[src/rtl/core/resonant_filter_voice_mixer_macros.svh]
// Assertion macros for the resonant filter voice mixer.
// Expects clk and rst in the scope of every use.
`ifndef RESONANT_FILTER_VOICE_MIXER_MACROS_SVH
`define RESONANT_FILTER_VOICE_MIXER_MACROS_SVH

`ifndef SYNTHESIS
`define RFVM_ASSERT(lbl, prop) \
  lbl: assert property (@(posedge clk) disable iff (rst) prop) \
    else $error("rfvm assertion failed");
`define RFVM_ASSERT_NEXT(lbl, pre, post) \
  `RFVM_ASSERT(lbl, (pre) |=> (post))
`else
`define RFVM_ASSERT(lbl, prop)
`define RFVM_ASSERT_NEXT(lbl, pre, post)
`endif

`endif

[src/rtl/core/rfvm_pkg.sv]
// Shared types and constants for the resonant filter voice mixer.
// No dependencies; used by every module of the block.
`default_nettype none
package rfvm_pkg;

  localparam int COF_SHIFT    = 16;
  localparam int RES_SHIFT    = 16;
  localparam int INTERP_BITS  = 16;
  localparam int FILTER_SHIFT = 10;

  localparam int SAMPLE_W = 8;
  localparam int FRAC_W   = 16;
  localparam int ACC_W    = 32;
  localparam int GAIN_W   = 16;
  localparam int VOL_W    = 20;
  localparam int STEP_W   = 21;
  localparam int MODE_W   = 2;
  localparam int OPT_W    = 2;
  localparam int INDEX_W  = 3;
  localparam int DATA_W   = 32;
  localparam int DIFF_W   = ACC_W + 1;
  localparam int MUL_W    = ACC_W + 1;
  localparam int PROD_W   = 2 * MUL_W;

  localparam logic [MODE_W-1:0] MODE_MONO     = 2'd0;
  localparam logic [MODE_W-1:0] MODE_STEREO   = 2'd1;
  localparam logic [MODE_W-1:0] MODE_SURROUND = 2'd2;

  localparam int OPT_INTERP  = 0;
  localparam int OPT_DECLICK = 1;

  typedef enum logic [INDEX_W-1:0] {
    REG_CUTOFF_GAIN,
    REG_RESONANCE_GAIN,
    REG_LEFT_VOLUME,
    REG_RIGHT_VOLUME,
    REG_LEFT_RAMP_STEP,
    REG_RIGHT_RAMP_STEP,
    REG_OUTPUT_MODE,
    REG_OPTION_BITS
  } reg_index_t;

  typedef enum logic [2:0] {
    MUL_INTERP,
    MUL_CUTOFF,
    MUL_DAMP,
    MUL_GAIN_L,
    MUL_GAIN_R
  } mul_sel_t;

  typedef struct packed {
    logic [GAIN_W-1:0]        cutoff_gain;
    logic [GAIN_W-1:0]        resonance_gain;
    logic [VOL_W-1:0]         left_volume;
    logic [VOL_W-1:0]         right_volume;
    logic signed [STEP_W-1:0] left_ramp_step;
    logic signed [STEP_W-1:0] right_ramp_step;
    logic [MODE_W-1:0]        output_mode;
    logic [OPT_W-1:0]         option_bits;
  } rfvm_cfg_t;

  typedef struct packed {
    logic     capture;
    logic     mul_en;
    mul_sel_t mul_sel;
    logic     diff_en;
    logic     speed_add_en;
    logic     pos_en;
    logic     damp_en;
    logic     left_en;
    logic     out_en;
  } rfvm_cmd_t;

endpackage
`default_nettype wire

[src/rtl/core/resonant_filter_voice_mixer.sv]
// Resonant filter voice mixer: one 8-bit voice sample per request is optionally
// interpolated, run through a two-pole resonant lowpass, scaled by a static or
// ramped volume and added to a left/right accumulator pair in mono, stereo or
// surround. A request occupies the block from acceptance until its result is
// loaded into the result register, which waits while an earlier result is
// still held by out_stall. Each request runs five products through one shared
// 33x33 multiplier, with the filter adds between them. The result register
// lets a new request enter while the previous result waits on out_stall.
// Write configuration only while no request is in flight.
// Depends on rfvm_pkg, rfvm_regs, rfvm_ctrl and rfvm_dp.
`default_nettype none
module resonant_filter_voice_mixer (
  input  logic                                  clk,
  input  logic                                  rst,
  input  logic                                  cfg_valid,
  output logic                                  cfg_ready,
  input  logic [rfvm_pkg::INDEX_W-1:0]          cfg_index,
  input  logic [rfvm_pkg::DATA_W-1:0]           cfg_data,
  input  logic                                  in_valid,
  output logic                                  in_stall,
  input  logic signed [rfvm_pkg::SAMPLE_W-1:0]  sample_now,
  input  logic signed [rfvm_pkg::SAMPLE_W-1:0]  sample_next,
  input  logic [rfvm_pkg::FRAC_W-1:0]           fraction,
  input  logic signed [rfvm_pkg::ACC_W-1:0]     acc_left_in,
  input  logic signed [rfvm_pkg::ACC_W-1:0]     acc_right_in,
  input  logic                                  restart_ramp,
  output logic                                  out_valid,
  input  logic                                  out_stall,
  output logic signed [rfvm_pkg::ACC_W-1:0]     acc_left_out,
  output logic signed [rfvm_pkg::ACC_W-1:0]     acc_right_out
);
  import rfvm_pkg::*;

  rfvm_cfg_t cfg;
  rfvm_cmd_t cmd;

  rfvm_regs u_regs (
    .clk       (clk),
    .rst       (rst),
    .cfg_valid (cfg_valid),
    .cfg_ready (cfg_ready),
    .cfg_index (cfg_index),
    .cfg_data  (cfg_data),
    .cfg       (cfg)
  );

  rfvm_ctrl u_ctrl (
    .clk       (clk),
    .rst       (rst),
    .in_valid  (in_valid),
    .in_stall  (in_stall),
    .out_valid (out_valid),
    .out_stall (out_stall),
    .cmd       (cmd)
  );

  rfvm_dp u_dp (
    .clk           (clk),
    .rst           (rst),
    .cfg           (cfg),
    .cmd           (cmd),
    .sample_now    (sample_now),
    .sample_next   (sample_next),
    .fraction      (fraction),
    .acc_left_in   (acc_left_in),
    .acc_right_in  (acc_right_in),
    .restart_ramp  (restart_ramp),
    .acc_left_out  (acc_left_out),
    .acc_right_out (acc_right_out)
  );

endmodule
`default_nettype wire

[src/rtl/core/rfvm_regs.sv]
// Configuration register file of the resonant filter voice mixer.
// Depends on rfvm_pkg for the register layout and index codes.
`default_nettype none
module rfvm_regs (
  input  logic                          clk,
  input  logic                          rst,
  input  logic                          cfg_valid,
  output logic                          cfg_ready,
  input  logic [rfvm_pkg::INDEX_W-1:0]  cfg_index,
  input  logic [rfvm_pkg::DATA_W-1:0]   cfg_data,
  output rfvm_pkg::rfvm_cfg_t           cfg
);
  import rfvm_pkg::*;

  assign cfg_ready = 1'b1;

  always_ff @(posedge clk) begin
    if (rst) begin
      cfg.cutoff_gain     <= '1;
      cfg.resonance_gain  <= '0;
      cfg.left_volume     <= '0;
      cfg.right_volume    <= '0;
      cfg.left_ramp_step  <= '0;
      cfg.right_ramp_step <= '0;
      cfg.output_mode     <= MODE_MONO;
      cfg.option_bits     <= '0;
    end else if (cfg_valid && cfg_ready) begin
      unique case (reg_index_t'(cfg_index))
        REG_CUTOFF_GAIN:     cfg.cutoff_gain     <= cfg_data[GAIN_W-1:0];
        REG_RESONANCE_GAIN:  cfg.resonance_gain  <= cfg_data[GAIN_W-1:0];
        REG_LEFT_VOLUME:     cfg.left_volume     <= cfg_data[VOL_W-1:0];
        REG_RIGHT_VOLUME:    cfg.right_volume    <= cfg_data[VOL_W-1:0];
        REG_LEFT_RAMP_STEP:  cfg.left_ramp_step  <= cfg_data[STEP_W-1:0];
        REG_RIGHT_RAMP_STEP: cfg.right_ramp_step <= cfg_data[STEP_W-1:0];
        REG_OUTPUT_MODE:     cfg.output_mode     <= cfg_data[MODE_W-1:0];
        REG_OPTION_BITS:     cfg.option_bits     <= cfg_data[OPT_W-1:0];
        default: ;
      endcase
    end
  end

endmodule
`default_nettype wire

[src/rtl/core/rfvm_ctrl.sv]
// Sequencer of the resonant filter voice mixer: walks one request through the
// shared multiplier and owns the result valid. Depends on rfvm_pkg.
`default_nettype none
`include "resonant_filter_voice_mixer_macros.svh"
module rfvm_ctrl (
  input  logic                clk,
  input  logic                rst,
  input  logic                in_valid,
  output logic                in_stall,
  output logic                out_valid,
  input  logic                out_stall,
  output rfvm_pkg::rfvm_cmd_t cmd
);
  import rfvm_pkg::*;

  typedef enum logic [3:0] {
    S_IDLE,
    S_INTERP,
    S_DIFF,
    S_CUTOFF,
    S_SPEED,
    S_POS,
    S_DAMP,
    S_GAIN_L,
    S_GAIN_R,
    S_DONE
  } state_t;

  state_t state;
  state_t state_next;
  logic   free;

  assign free     = !out_valid || !out_stall;
  assign in_stall = (state != S_IDLE);

  always_comb begin
    state_next = state;
    unique case (state)
      S_IDLE:   if (in_valid) state_next = S_INTERP;
      S_INTERP: state_next = S_DIFF;
      S_DIFF:   state_next = S_CUTOFF;
      S_CUTOFF: state_next = S_SPEED;
      S_SPEED:  state_next = S_POS;
      S_POS:    state_next = S_DAMP;
      S_DAMP:   state_next = S_GAIN_L;
      S_GAIN_L: state_next = S_GAIN_R;
      S_GAIN_R: state_next = S_DONE;
      S_DONE:   if (free) state_next = S_IDLE;
      default:  state_next = S_IDLE;
    endcase
  end

  always_comb begin
    cmd         = '0;
    cmd.mul_sel = MUL_INTERP;
    unique case (state)
      S_IDLE:   cmd.capture = in_valid;
      S_INTERP: cmd.mul_en = 1'b1;
      S_DIFF:   cmd.diff_en = 1'b1;
      S_CUTOFF: begin
        cmd.mul_en  = 1'b1;
        cmd.mul_sel = MUL_CUTOFF;
      end
      S_SPEED:  cmd.speed_add_en = 1'b1;
      S_POS:    cmd.pos_en = 1'b1;
      S_DAMP: begin
        cmd.mul_en  = 1'b1;
        cmd.mul_sel = MUL_DAMP;
      end
      S_GAIN_L: begin
        cmd.damp_en = 1'b1;
        cmd.mul_en  = 1'b1;
        cmd.mul_sel = MUL_GAIN_L;
      end
      S_GAIN_R: begin
        cmd.left_en = 1'b1;
        cmd.mul_en  = 1'b1;
        cmd.mul_sel = MUL_GAIN_R;
      end
      S_DONE:   cmd.out_en = free;
      default: ;
    endcase
  end

  always_ff @(posedge clk) begin
    if (rst) begin
      state     <= S_IDLE;
      out_valid <= 1'b0;
    end else begin
      state <= state_next;
      if (state == S_DONE && free) begin
        out_valid <= 1'b1;
      end else if (!out_stall) begin
        out_valid <= 1'b0;
      end
    end
  end

  `RFVM_ASSERT_NEXT(a_accept_starts, in_valid && !in_stall, state == S_INTERP)
  `RFVM_ASSERT(a_result_from_done, $rose(out_valid) |-> $past(state) == S_DONE)
  `RFVM_ASSERT_NEXT(a_done_holds, state == S_DONE && out_valid && out_stall, state == S_DONE)
  `RFVM_ASSERT_NEXT(a_done_issues, state == S_DONE && !(out_valid && out_stall),
                    out_valid && state == S_IDLE)

endmodule
`default_nettype wire

[src/rtl/core/rfvm_dp.sv]
// Datapath of the resonant filter voice mixer: shared multiplier, filter and
// ramp state, accumulator adders and result registers. Depends on rfvm_pkg.
`default_nettype none
module rfvm_dp (
  input  logic                                  clk,
  input  logic                                  rst,
  input  rfvm_pkg::rfvm_cfg_t                   cfg,
  input  rfvm_pkg::rfvm_cmd_t                   cmd,
  input  logic signed [rfvm_pkg::SAMPLE_W-1:0]  sample_now,
  input  logic signed [rfvm_pkg::SAMPLE_W-1:0]  sample_next,
  input  logic [rfvm_pkg::FRAC_W-1:0]           fraction,
  input  logic signed [rfvm_pkg::ACC_W-1:0]     acc_left_in,
  input  logic signed [rfvm_pkg::ACC_W-1:0]     acc_right_in,
  input  logic                                  restart_ramp,
  output logic signed [rfvm_pkg::ACC_W-1:0]     acc_left_out,
  output logic signed [rfvm_pkg::ACC_W-1:0]     acc_right_out
);
  import rfvm_pkg::*;

  logic signed [SAMPLE_W-1:0] now_r;
  logic signed [SAMPLE_W-1:0] next_r;
  logic [FRAC_W-1:0]          frac_r;
  logic [ACC_W-1:0]           acc_l_r;
  logic [ACC_W-1:0]           acc_r_r;

  logic signed [ACC_W-1:0]    pos;
  logic signed [ACC_W-1:0]    speed;
  logic [ACC_W-1:0]           ramp_l;
  logic [ACC_W-1:0]           ramp_r;
  logic signed [DIFF_W-1:0]   diff;
  logic signed [PROD_W-1:0]   prod;
  logic [ACC_W-1:0]           pl;
  logic [ACC_W-1:0]           acc_l_sum;

  logic signed [SAMPLE_W:0]   delta;
  logic [SAMPLE_W-1:0]        s_interp;
  logic signed [SAMPLE_W-1:0] s_sel;
  logic signed [ACC_W-1:0]    filt;
  logic [ACC_W-1:0]           gl;
  logic [ACC_W-1:0]           gr;
  logic signed [MUL_W-1:0]    mul_a;
  logic signed [MUL_W-1:0]    mul_b;
  logic                       declick;
  logic                       stereo;
  logic                       surround;
  logic [ACC_W-1:0]           base_l;
  logic [ACC_W-1:0]           base_r;
  logic [ACC_W-1:0]           acc_r_next;

  assign declick  = cfg.option_bits[OPT_DECLICK];
  assign stereo   = (cfg.output_mode == MODE_STEREO);
  assign surround = (cfg.output_mode == MODE_SURROUND);

  assign delta    = (SAMPLE_W+1)'(next_r) - (SAMPLE_W+1)'(now_r);
  assign s_interp = now_r + prod[INTERP_BITS +: SAMPLE_W];
  assign s_sel    = cfg.option_bits[OPT_INTERP] ? signed'(s_interp) : now_r;
  assign filt     = pos >>> FILTER_SHIFT;
  assign gl       = declick ? ramp_l : ACC_W'(cfg.left_volume);
  assign gr       = declick ? ramp_r : ACC_W'(cfg.right_volume);

  assign base_l   = restart_ramp ? ACC_W'(cfg.left_volume) : ramp_l;
  assign base_r   = restart_ramp ? ACC_W'(cfg.right_volume) : ramp_r;

  always_comb begin
    case (cmd.mul_sel)
      MUL_INTERP: begin
        mul_a = MUL_W'(delta);
        mul_b = MUL_W'(frac_r);
      end
      MUL_CUTOFF: begin
        mul_a = diff;
        mul_b = MUL_W'(cfg.cutoff_gain);
      end
      MUL_DAMP: begin
        mul_a = MUL_W'(speed);
        mul_b = MUL_W'(cfg.resonance_gain);
      end
      MUL_GAIN_L: begin
        mul_a = MUL_W'(gl);
        mul_b = MUL_W'(filt);
      end
      MUL_GAIN_R: begin
        mul_a = MUL_W'(gr);
        mul_b = MUL_W'(filt);
      end
      default: begin
        mul_a = '0;
        mul_b = '0;
      end
    endcase
  end

  always_comb begin
    if (stereo) begin
      acc_r_next = acc_r_r + prod[ACC_W-1:0];
    end else if (surround) begin
      acc_r_next = acc_r_r - pl;
    end else begin
      acc_r_next = acc_r_r;
    end
  end

  always_ff @(posedge clk) begin
    if (rst) begin
      pos    <= '0;
      speed  <= '0;
      ramp_l <= '0;
      ramp_r <= '0;
    end else begin
      if (cmd.capture && declick) begin
        ramp_l <= base_l + ACC_W'(cfg.left_ramp_step);
        ramp_r <= stereo ? base_r + ACC_W'(cfg.right_ramp_step) : base_r;
      end
      if (cmd.speed_add_en) begin
        speed <= speed + signed'(prod[COF_SHIFT +: ACC_W]);
      end else if (cmd.damp_en) begin
        speed <= signed'(prod[RES_SHIFT +: ACC_W]);
      end
      if (cmd.pos_en) begin
        pos <= pos + speed;
      end
    end
  end

  always_ff @(posedge clk) begin
    if (cmd.capture) begin
      now_r   <= sample_now;
      next_r  <= sample_next;
      frac_r  <= fraction;
      acc_l_r <= acc_left_in;
      acc_r_r <= acc_right_in;
    end
    if (cmd.mul_en) begin
      prod <= mul_a * mul_b;
    end
    if (cmd.diff_en) begin
      diff <= (DIFF_W'(s_sel) <<< FILTER_SHIFT) - DIFF_W'(pos);
    end
    if (cmd.left_en) begin
      pl        <= prod[ACC_W-1:0];
      acc_l_sum <= acc_l_r + prod[ACC_W-1:0];
    end
    if (cmd.out_en) begin
      acc_left_out  <= acc_l_sum;
      acc_right_out <= acc_r_next;
    end
  end

endmodule
`default_nettype wire

[config.mk]
export PLATFORM = sky130hd
export DESIGN_NAME = resonant_filter_voice_mixer
export DESIGN_NICKNAME = d
export VERILOG_FILES = /design/src/rtl/core/rfvm_pkg.sv /design/src/rtl/core/resonant_filter_voice_mixer.sv /design/src/rtl/core/rfvm_regs.sv /design/src/rtl/core/rfvm_ctrl.sv /design/src/rtl/core/rfvm_dp.sv
export VERILOG_INCLUDE_DIRS = /design/src /design/src/rtl/core
export SDC_FILE = /design/constraint.sdc
export NUM_CORES = 2
export LEC_CHECK = 0
export ABC_CLOCK_PERIOD_IN_PS = 24200
export CAP_MARGIN = 20
export CORE_MARGIN = 4
export CORE_UTILIZATION = 51
export CTS_BUF_LIST = sky130_fd_sc_hd__clkbuf_16
export CTS_CLUSTER_SIZE = 16
export DETAILED_ROUTE_END_ITERATION = 8
export DONT_BUFFER_PORTS = 1
export PLACE_DENSITY = 0.63
export RECOVER_POWER = 100
export SETUP_SLACK_MARGIN = 0.5
export SLEW_MARGIN = 0
export SYNTH_ARGS = -nofsm -noshare
export SYNTH_HDL_FRONTEND = slang
export SYNTH_SLANG_ARGS = --single-unit
[constraint.sdc]
create_clock -name clk -period 24.2 [get_ports clk]
set_input_delay 1.21 -clock clk [delete_from_list [all_inputs] [get_ports clk]]
set_output_delay 1.21 -clock clk [all_outputs]
set_load 0.01 [all_outputs]
Yosys cells after proc, flatten, opt, wreduce, memory -nomap -nowiden
Index checks and enable logic that the tools add are counted.

Bits in latches: 0. Output and inout port bits: 67. Memories kept: 0. Word-level logic and storage cells: 108. Bits in writable memories: 0. Input bits: 137. ROM bits: 0. Bits in registers: 556.

Mux-type cells: 26. Shifts and indexed selects: 0. Reduce and logical (&&, ||, !) cells: 21. Bitwise operators: 0. Add/sub/neg operators: 10. Equality and inequality tests: 25. Div/mod/pow operators: 0. $mul: 1. Magnitude comparators: 0.

Operator list (number): 2-to-1 mux 32 bit (9); adder 32 bit (6); case mux 33 bit (5 select lines) (1); case mux 33 bit (4 select lines) (1); multiplier 33 x 33 -> 48 bit (1); case mux 4 bit (10 select lines) (1); subtractor 18 x 32 -> 33 bit (1); subtractor 32 bit (1); AND reduction 2 bit (9); == test 4 x 3 -> 1 bit (second input constant) (4); == test 3 bit (second input constant) (5); == test 3 x 2 -> 1 bit (second input constant) (4); case mux 3 bit (4 select lines) (1); 2-to-1 mux 1 bit (10); subtractor 8 x 8 -> 9 bit (1); adder 8 bit (1); == test 4 x 2 -> 1 bit (second input constant) (2); == test 4 bit (second input constant) (2); 2-to-1 mux 4 bit (2); 2-to-1 mux 8 bit (1); == test 3 x 1 -> 1 bit (second input constant) (2); logical NOT 3 bit (2); OR reduction 5 bit (1); == test 4 x 1 -> 1 bit (second input constant) (1); other kinds (11) (14).

Depth between registers and ports, before layout
Depth after elaboration: 6. Depth in mapped cells: 41. Depth with buffers taken out: 39.

Hierarchy
A second synthesis with hierarchy kept.

Cell total of the unflattened synthesis: 6619. Area total of the unflattened synthesis: 62215.9 um^2.

Modules (own cells, without submodules): rfvm_dp (area an instance 57084.7 um^2, sequential area each 11721.2 um^2, cells an instance 6140, instances 1); rfvm_regs (area an instance 4789.6 um^2, sequential area each 2362.3 um^2, cells an instance 438, instances 1); rfvm_ctrl (area an instance 341.6 um^2, sequential area each 100.1 um^2, cells an instance 41, instances 1).

Worst setup path after synthesis
OpenSTA, ideal clock, no wires.

Kind: reg2reg. Start point: register u_ctrl.state[1]. End point: register u_dp.prod[47] (data pin). Data required time: 23932 ps. Arrival time: 11028 ps. Library setup time: 268 ps. Cell stages (with the launch flop): 34. Path slack: 12905 ps. Period minus slack after synthesis: 11295 ps. Path buffers: 4. Path through: dfxtp_1 -> nor2_1 -> nand2_1 -> or2_2 -> clkbuf_1 -> inv_1 -> buf_4 -> clkbuf_1 -> a221oi_1 -> o221a_2 -> clkbuf_1 -> nor2_1 -> fa_1 -> fa_1 -> fa_1 -> inv_1 -> fa_1 -> inv_1 -> fa_1 -> fa_1 -> fa_1 -> inv_1 -> fa_1 -> inv_1 -> ha_1 -> a21o_1 -> a21o_1 -> a21oi_1 -> o221ai_1 -> or4_4 -> a31oi_4 -> nor4b_1 -> nor4_2 -> xnor3_1.

Cells in the longest elaborated chain, start to end: 6. Elaborated cells on any way between the ends: 14. Those cells by class: mul: 1; eq/ne: 8; mux: 3; reduce/logical: 2.

Ends and longest elaborated chain: start: declaration (line rfvm_ctrl.sv:29) `state_t state;`; start signal: assignment (line rfvm_ctrl.sv:90) `state <= state_next;`; == test 4 bit, or another cell as far along (line rfvm_ctrl.sv:56) `unique case (state)`; case mux 3 bit (4 select lines) * (line rfvm_ctrl.sv:56); == test 3 x 2 -> 1 bit / == test 3 bit (equally long branches) (line rfvm_dp.sv:65) `case (cmd.mul_sel)`; OR reduction 2 bit (no line); case mux 33 bit (4 select lines) (line rfvm_dp.sv:65); multiplier 33 x 33 -> 48 bit * (line rfvm_dp.sv:134) `prod <= mul_a * mul_b;`; end signal: assignment (line rfvm_dp.sv:134); end: declaration (line rfvm_dp.sv:31) `logic signed [PROD_W-1:0] prod;`.

Mark *: on every way between the ends. The rest lies on a longest branch, timed or not. A chain may end at the register's enable or synchronous reset.

Worst setup path in the final report
Start point: register u_ctrl.state[2]. End point: register u_dp.prod[47] (data pin).

The elaborated chain is that of the path after synthesis.

==> summary.txt <==
Run status
  • Status: finished with violations
  • Violated checks: max-capacitance violations, max-slew violations

Clock network
  • Root Driver: clkbuf_16
  • Reg clk slew, reported paths: 0.06 ns
  • Worst skew pair latency: 0.68 ns
  • Clk buf depth: 3
  • Postcts setup bufs: 0
  • CTS HTree Levels: 3
  • Clock sinks: 556
  • Post-CTS Hold Buffers: 0
  • Clock buffer count from CTS: between 60 and 70
  • Post_cts resized: 0
  • CTS tree: built

Timing
  • Fmax: 62.17 MHz
  • Final worst-path cycle share: 66.46%
  • Relative max-transition margin: -191.0%
  • Setup Skew: 0.03467 ns
  • Worst-margin pin slew: roughly 4.4 ns
  • Final Hold Fails: 0
  • Fin crit period: between 15 and 20 ns
  • Setup repair after global routing missed its margin: false
  • Final setup violation count: 0
  • Fin Setup TNS: 0 ns
  • Final Max Tran Viols: 738

Routing
  • Total Routed Length: ~180 mm
  • DR vias: 46680
  • Drt initial violations: 3750
  • WL/cell: 22.33 um
  • Antenna-violating nets left: 0
  • DRC violations left: 0
  • Iteration count of the initial detailed-routing pass: 6
  • Vias per inst: 5.762

Worst hold path
  • Type of the worst min-delay path: reg -> reg
  • Hold path startpoint: u_dp.acc_l_sum[3]
  • Min-Delay Endpoint: u_dp.acc_left_out[3]
  • Worst Hold Depth: 0

Setup path
  • Crit path max fanout: 35
  • Reg-to-Reg Start: u_ctrl.state[2]
  • CP most frequent cell: fa_1
  • RR Endpoint: u_dp.prod[47]
  • Kind of critical path: reg -> reg
  • Slowest library cell on the worst path: clkinvlp_2
  • Largest stage delay on the critical path: 2.12 ns
  • Worst path arrival time: about 16 ns
  • Crit. End Element: register
  • Worst Setup Start Kind: register
  • Critical path required time: around 25 ns
  • FF-to-FF setup slack: 8.12 ns
  • R2r worst-path depth: 34

Placement
  • # port buffers: 0
  • Hpwl dp: 138.6 mm
  • Gpl congestion: 0.9646

Synthesis
  • Post-Syn Nets: 8010
  • Seq/Total Area, Yosys: a little under a quarter
  • Post-synth EDFFs: 305
  • Post-synthesis cell type count: 80
  • Synthesized flop and latch total: between 500 and 600
  • Syn Inst Count: 6614
  • Share of flip-flops with an asynchronous set or reset: 0%
  • Syn_area_per_cell: around 9 sq um
  • Synth warn: 0
  • Mapped Area: between 60000 and 70000 sq um
  • Post-synth top flop: edfxtp_1

Floorplanning
  • Die area: around 120000 sq um
  • Core region area: 118100 sq um
  • Ports: 204
  • Initial core utilization: 51.40%
  • Die height: 353.0 um
  • Rows: about 130
  • Die W: 353.0 um

GRT
  • Initial antenna violation count: 10
  • Grt ovf: 0
  • Largest net degree at the start of global routing: 258
  • GRT Util Overall: 29.06%
  • First-pass GRT wire length: 278.7 mm
  • Vias in the first global route: 47180

Cells and area
  • Largest Register: u_regs.cfg
  • Syn-to-layout area delta: 6.419%
  • Largest regs: u_regs.cfg x118, u_dp.prod x48, u_dp.diff x33
  • FF+latch area: 14180 sq um
  • Final nets: 7900
  • Area of the multi-input gates: 41780 sq um
  • Largest register FFs: ~120
  • Share of layout cells above drive strength 1: 4.376%
  • Fill cells: 10640

Run
  • Max_cap viols: 16
==> critical path: cells and delay by family (launching register included) <==
| kind | cells | cell delay, ns |
|---|---|---|
| buffers and inverters | 9 | 5.79 |
| adders and majority gates | 9 | 4.35 |
| and+or+nand+nor | 10 | 3.33 |
| AOI/OAI and AO/OA | 5 | 1.20 |
| DFF | 1 | 0.57 |
| xor gates and xnor gates | 1 | 0.51 |
==> cell usage in the layout (no fill, tap or decap), types with 32 or more instances in the layout <==
master | Yosys | final
a21o_1 | 150 | 150
clkbuf_16 | 0 | 70
edfxtp_1 | 305 | 305
mux2_2 | 57 | 56
ha_1 | 434 | 434
xnor2_1 | 211 | 211
xor2_1 | 89 | 89
a21oi_1 | 452 | 447
fa_1 | 825 | 825
nand3_1 | 67 | 67
mux2i_1 | 43 | 43
and2_1 | 56 | 50
o21bai_1 | 36 | 36
buf_4 | 2 | 76
nand2b_1 | 58 | 58
inv_1 | 993 | 1010
nor2b_1 | 103 | 103
and3_1 | 41 | 41
dfxtp_1 | 251 | 250
a22oi_1 | 32 | 32
a311oi_1 | 43 | 43
nor3_1 | 56 | 52
a211oi_1 | 47 | 47
o21a_1 | 49 | 49
nor2_1 | 423 | 420
nand2_1 | 1041 | 1040
o21ai_0 | 156 | 156
==> area by class of cell <==
cell class	count	share of cell area (%)
Tap cell	1536	2.975
Timing Repair Buffer	101	1.100
Inverter	993	5.772
Antenna cell	8	0.03099
Multi-Input combinational cell	4783	64.68
Clock inverter	55	0.7671
Clock buffer	70	2.712
Sequential cell	556	21.96
==> cell usage after synthesis (36+ instances only) <==
| cell | instances | area, sq um |
|---|---|---|
| nand2_1 | 1041 | 3908 |
| inv_1 | 993 | 3727 |
| fa_1 | 825 | 16520 |
| a21oi_1 | 452 | 2262 |
| ha_1 | 434 | 5430 |
| nor2_1 | 423 | 1588 |
| edfxtp_1 | 305 | 9159 |
| dfxtp_1 | 251 | 5025 |
| clkbuf_1 | 244 | 915.9 |
| xnor2_1 | 211 | 1848 |
| o21ai_0 | 156 | 780.8 |
| a21o_1 | 150 | 1126 |
| nor2b_1 | 103 | 644.4 |
| xor2_1 | 89 | 779.5 |
| nand3_1 | 67 | 335.3 |
| nand2b_1 | 58 | 362.9 |
| mux2_2 | 57 | 641.9 |
| and2_1 | 56 | 350.3 |
| nor3_1 | 56 | 280.3 |
| o21a_1 | 49 | 367.9 |
| a211oi_1 | 47 | 352.8 |
| a311oi_1 | 43 | 376.6 |
| mux2i_1 | 43 | 430.4 |
| and3_1 | 41 | 256.5 |
| o21bai_1 | 36 | 270.3 |
==> cells by family (layout without fill, tap and decap cells) <==
kind of cell	Yosys count	after routing	share of synthesized area, %
buf+inv	1275	1219	7.916
compound gates	1187	1187	12.65
flops	556	556	23.37
simple gates	1935	1935	13.77
mux	100	100	1.767
xor+xnor	301	301	4.366
other cells	1	9	0.006178
fa+ha+maj	1259	1259	36.16
==> per-layer routing <==
layer / up-vias / global-route usage [%] / routed length, um
met1: 23180 / 38.19 / 75010
met5: - / 0 / 27
li1: 21380 / - / -
met2: 1743 / 47.22 / 83720
met3: 374 / 5.795 / 13840
met4: 4 / 12.03 / 8354
==> stage by stage <==
stage / instances / utilization [%] / cell area [sq um] / setup slack (ns) / hold slack (ns)
6_report: 8102 / 54.70 / 64590 / 8.116 / 0.4199
5_1_grt: 8094 / 54.69 / 64570 / 7.247 / 0.4279
4_1_cts: 8089 / 54.77 / 64670 / 12.51 / 0.4235
3_5_place_dp: 7964 / 52.87 / 62420 / 12.52 / 0.4080
3_3_place_gp: 7964 / 52.87 / 62420 / 12.61 / 0.4036
2_1_floorplan: 6614 / - / 60700 / 12.90 / 0.4003
==> how the worst max path moves through the flow <==
stage | from | end | depth (start not counted)
global placement | u_ctrl.state[2] | u_dp.prod[47] | 34
floorplan | u_ctrl.state[1] | u_dp.prod[47] | 33
CTS | u_ctrl.state[2] | u_dp.prod[47] | 34
finish | u_ctrl.state[2] | u_dp.prod[47] | 34
global route | u_ctrl.state[2] | u_dp.prod[47] | 34
detailed placement | u_ctrl.state[2] | u_dp.prod[47] | 34
Power is not shown: default switching activity piles up to over one toggle a cycle in this logic, so the estimate is an artifact.
